## src/hdl/vfvg_pkg.sv

```systemverilog
// ----------------------------------------------------------------------------
// vfvg_pkg
// Shared types and constants of the voxel face visibility grid: chunk
// geometry, cell type width, register indexes, sequencer steps and the
// command/status words between controller and datapath.
// ----------------------------------------------------------------------------
package vfvg_pkg;

	// Chunk geometry and cell type width
	localparam int SIDE       = 16;
	localparam int TYPE_BITS  = 8;
	localparam int COORD_BITS = 4;
	localparam int FIELD_BITS = 8;
	localparam int CELLS      = SIDE * SIDE * SIDE;
	localparam int ADDR_BITS  = $clog2(CELLS);
	localparam int FACE_BITS  = 6;

	typedef logic [TYPE_BITS-1:0]  cell_t;
	typedef logic [ADDR_BITS-1:0]  addr_t;
	typedef logic [COORD_BITS-1:0] coord_t;

	localparam coord_t COORD_MAX  = COORD_BITS'(SIDE - 1);
	localparam addr_t  DELTA_X    = ADDR_BITS'(SIDE * SIDE);
	localparam addr_t  DELTA_Y    = ADDR_BITS'(SIDE);
	localparam addr_t  DELTA_Z    = ADDR_BITS'(1);
	localparam addr_t  LAST_ADDR  = ADDR_BITS'(CELLS - 1);

	// Operation codes
	localparam logic OP_PUT = 1'b0;
	localparam logic OP_GET = 1'b1;

	// Register indexes
	localparam int   CFG_INDEX_BITS    = 1;
	localparam logic CFG_BORDER_IS_AIR = 1'b0;
	localparam logic CFG_AIR_CODE      = 1'b1;

	// Read sequence: center first, then neighbors in mask bit order
	localparam int STEP_BITS = 3;
	localparam logic [STEP_BITS-1:0] STEP_CENTER = 3'd0;
	localparam logic [STEP_BITS-1:0] STEP_XP     = 3'd1;
	localparam logic [STEP_BITS-1:0] STEP_XN     = 3'd2;
	localparam logic [STEP_BITS-1:0] STEP_YP     = 3'd3;
	localparam logic [STEP_BITS-1:0] STEP_YN     = 3'd4;
	localparam logic [STEP_BITS-1:0] STEP_ZP     = 3'd5;
	localparam logic [STEP_BITS-1:0] STEP_ZN     = 3'd6;
	localparam logic [STEP_BITS-1:0] STEP_LAST   = 3'd7;

	typedef enum logic [1:0] {
		ST_CLEAR,
		ST_IDLE,
		ST_RUN,
		ST_FINISH
	} state_t;

	// Controller to datapath
	typedef struct packed {
		logic                 clear_wr;
		logic                 load;
		logic                 issue;
		logic                 capture;
		logic                 finish;
		logic [STEP_BITS-1:0] step;
	} ctrl_cmd_t;

	// Datapath to controller
	typedef struct packed {
		logic clear_last;
		logic in_range;
		logic out_free;
	} dp_status_t;

endpackage

```

## src/hdl/vfvg_controller.sv

```systemverilog
// ----------------------------------------------------------------------------
// vfvg_controller
// Sequencer: clearing sweep after reset, word accept, seven store reads
// (center and six neighbors) and the finish step that loads the output.
// ----------------------------------------------------------------------------
module vfvg_controller (
	input  logic                  clk,
	input  logic                  arst_n,
	input  logic                  in_valid,
	output logic                  in_stall,
	input  vfvg_pkg::dp_status_t  status,
	output vfvg_pkg::ctrl_cmd_t   cmd
);

	vfvg_pkg::state_t                       state_q;
	vfvg_pkg::state_t                       state_d;
	logic [vfvg_pkg::STEP_BITS-1:0]         step_q;
	logic [vfvg_pkg::STEP_BITS-1:0]         step_d;

	// State and step registers
	always_ff @(posedge clk or negedge arst_n) begin
		if (!arst_n) begin
			state_q <= vfvg_pkg::ST_CLEAR;
			step_q  <= '0;
		end else begin
			state_q <= state_d;
			step_q  <= step_d;
		end
	end

	// Next state and commands
	always_comb begin
		state_d     = state_q;
		step_d      = step_q;
		cmd         = '0;
		cmd.step    = step_q;
		in_stall    = 1'b1;
		unique case (state_q)
			vfvg_pkg::ST_CLEAR: begin
				cmd.clear_wr = 1'b1;
				if (status.clear_last) begin
					state_d = vfvg_pkg::ST_IDLE;
				end
			end
			vfvg_pkg::ST_IDLE: begin
				in_stall = 1'b0;
				step_d   = vfvg_pkg::STEP_CENTER;
				if (in_valid) begin
					cmd.load = 1'b1;
					state_d  = status.in_range ? vfvg_pkg::ST_RUN : vfvg_pkg::ST_FINISH;
				end
			end
			vfvg_pkg::ST_RUN: begin
				// one read issued per step, its data taken at the next step
				cmd.issue   = (step_q != vfvg_pkg::STEP_LAST);
				cmd.capture = (step_q != vfvg_pkg::STEP_CENTER);
				step_d      = step_q + 1'b1;
				if (step_q == vfvg_pkg::STEP_LAST) begin
					state_d = vfvg_pkg::ST_FINISH;
				end
			end
			vfvg_pkg::ST_FINISH: begin
				// hold until the output register is free
				if (status.out_free) begin
					cmd.finish = 1'b1;
					state_d    = vfvg_pkg::ST_IDLE;
				end
			end
			default: begin
				state_d = vfvg_pkg::ST_IDLE;
			end
		endcase
	end

endmodule

```

## config.mk

```make
export PLATFORM = sky130hd
export DESIGN_NAME = vfvg_controller
export DESIGN_NICKNAME = d
export VERILOG_FILES = /design/src/hdl/vfvg_pkg.sv /design/src/hdl/vfvg_controller.sv
export SDC_FILE = /design/constraint.sdc
export NUM_CORES = 1
export LEC_CHECK = 0
export ABC_CLOCK_PERIOD_IN_PS = 4900
export BUFFER_PORTS_ARGS = -buffer_cell sky130_fd_sc_hd__buf_2
export CAP_MARGIN = 20
export CORE_AREA = 8 8 45 47
export CTS_BUF_LIST = sky130_fd_sc_hd__clkbuf_8
export DETAILED_ROUTE_END_ITERATION = 10
export DIE_AREA = 0 0 53 55
export SYNTH_ARGS = -nofsm -noshare
export SYNTH_HDL_FRONTEND = slang
export SYNTH_SLANG_ARGS = --single-unit
export TNS_END_PERCENT = 5
```

## constraint.sdc

```tcl
create_clock -name clk -period 4.9 [get_ports clk]
set_clock_uncertainty 0.2 [all_clocks]
set_input_delay 0.98 -clock clk [delete_from_list [all_inputs] [get_ports clk]]
set_output_delay 0.98 -clock clk [all_outputs]
set_load 0.03 [all_outputs]
```

==> results.cfg <==
[layout]
antennaDiodeCount = 0
synthToLayoutAreaGrowth_pct = 37.0
drive_gt1_share_pct = 38.9
final_net_count = 68
n_fill_cell = 146
postLayoutCoreUtil_pct = 36.2
final-instance-count-excl-fill = 70

[drt]
routed-via-count = 295
post-route-drc-count = 0
ant_nets = 0
routed.top_layer = met4
route.layer.met1.wl_um = 284
met3_wirelength_um = 114
via_per_inst = 4.21
detailed_route_wire_length_um = 775
dr.pass1.iters = 1
wl_per_cell_um = 11.1
met2_wirelength_um = 361
initialDrtViolationCount = 0

[synthesis]
syn-instance-count = 36
mappedNetlistArea_sq_um = 365
synth.top_cell.area_share_pct = 34.2
syn_area_per_cell_sq_um = 10.1
synthesis.yosys.warnings = 0
synth_area_leaders = dfrtp_1, ha_1, inv_1, mux2_2, nor4_4
ys_async_sr_fraction_pct = 100
synth.net_count = 49
synth_edf_count = 0
area_leader_netlist = dfrtp_1
synth-main-ff-cell = dfrtp_1
count_of_distinct_cell_types_in_the_synthesized_netlist = 12
synth_top_cells_by_count = ha_1, inv_1, dfrtp_1
ys_seq_elements = 5
synth-seq-area-share_pct = 34.2

[setup_path]
worstPathMaxFanout = 5
crit_path_start_kind = flop
worst-setup-path-type = flop to output pin
category_of_the_worst_setup_path_capture_point = output pin
worst_ep_arrival_time_ns = 1.44
cp_data_required_time_ns = 3.72

[floorplan]
top_level_ports = 15
die_boundary_width_um = 53
fp.coreArea_sq_um = 1380
die_height_um = 55
std_cell_rows = 14
start_util_pct = 26.4
dieArea_sq_um = 2920

[sta]
final_period_minus_worst_setup_slack_ns = 2.62
setup_total_negative_slack_ns = 0
final_critical_path_setup_slack_ns = 2.28
max_slew_violation_count = 0
actual_slew_at_the_worst_max_slew_pin_ns = 0.255
setup_violations = 0
timing.final.hold_violations = 0
worst_hold_slack_ns = 0.362
final_min_period_over_clock_period_pct = 53.4
rsz0062_at_grt = false
slew-limit-headroom_pct = 82.9
fmax_mhz = 382

[power_and_ir_drop]
power.leakage_nw = 0.274
p_per_area_nw_per_um2 = 662
worst_ir_drop_vdd_uv = 201

[job]
timing.max_cap.violations = 0

[clock_network]
cts.reportedPaths.clkPinSlew_ns = 0.04
cts.repair_timing.setup_buffer_count = 0
cts.htree.levels = 1
cts_tree = built
cts-root-buf = clkbuf_8
cts_max_path_buffers = 2
post_cts_resized = 0
cts_hold_buf = 0
tritoncts_num_sinks = 5
cts_made_buffers = 3
clock_latency_ns = 0.22

[place]
gp_routability_congestion = 0.724
buffer_ports.inserted = 14
hpwlAfterDp_um = 673
pre_cts_ws_ns = 2.33
placedCellCount = 66

[global_route]
pin_count_of_the_biggest_net_entering_global_routing = 9
grt_overflow_total = 0
grt.total_usage_pct = 6.08
antenna_found_initial = 0
grt_pass1_vias = 304
grt_pass1_wl_um = 1230

[outcome]
run_status = complete, no violations

[min_path]
hp-class = flop to flop
kinds of logic after synthesis:
group	Yosys count	share of synthesized area, %
compound gates	5	7.53
fa+ha+maj	7	24.0
simple gates	10	20.9
buf+inv	7	7.19
mux	2	6.16
flops	5	34.2
registers in the layout, indices dropped and copies added, names as in the netlist:
| signal | cells |
|---|---|
| step_q | 3 |
| state_q | 2 |
metal layers:
metal	global-route usage, %	up-vias
met1	5.19	128
met5	0	-
met4	5.17	0
met3	3.48	2
li1	-	153
met2	10.2	12
per-stage QoR:
step | instance area, sq um | power (mW)
after global routing | 500 | 0.360
after floorplan | 365 | 0.216
after CTS | 500 | 0.339
after global placement | 455 | 0.257
after detailed placement | 455 | 0.262
final | 500 | 0.331
power by group:
part           switching, mW  internal, mW
logic                  0.115        0.0756
clock network         0.0202        0.0537
registers             0.0117        0.0552
total                  0.147         0.185
cells in the final DEF (no fill, tap or decap), drive strengths merged, types with 2 or more instances in the layout:
| cell | netlist | final |
|---|---|---|
| dfrtp | 5 | 5 |
| and2 | 2 | 2 |
| mux2 | 2 | 2 |
| ha | 7 | 7 |
| buf | 0 | 14 |
| inv | 7 | 8 |
| o21ai | 3 | 3 |
| nand3 | 3 | 3 |
| nor2b | 4 | 4 |
| clkbuf | 0 | 3 |
critical path: stages, from the launching register on:
cell and delay, ns:
dfrtp_1 0.41, inv_1 0.10, ha_1 0.24, nor2b_2 0.24, buf_2 0.23
layout make-up:
cell class                 instances  area, sq um  area share [%]
clock buffer                       3         41.3            8.25
tap                               16         20.0            4.00
clock inverter                     1         3.75           0.750
inverter                           7         26.3            5.25
sequential                         5          125            25.0
multi-input combinational         24          214            42.7
timing repair buffer              14         70.1            14.0
worst paths after layout:
kind | startpoint | end | slack, ns | cells after the start
hold reg to reg | step_q[2] | step_q[2] | 0.36 | 2
min in group asynchronous | arst_n | step_q[0] | 0.37 | 1
hold / removal | step_q[2] | step_q[2] | 0.36 | 2
setup / recovery | state_q[0] | cmd[5] | 2.28 | 4
setup reg to reg | state_q[0] | state_q[0] | 2.96 | 5
max in group asynchronous | arst_n | step_q[1] | 4.00 | 1
Note: power is estimated with default switching activity, not from simulation.
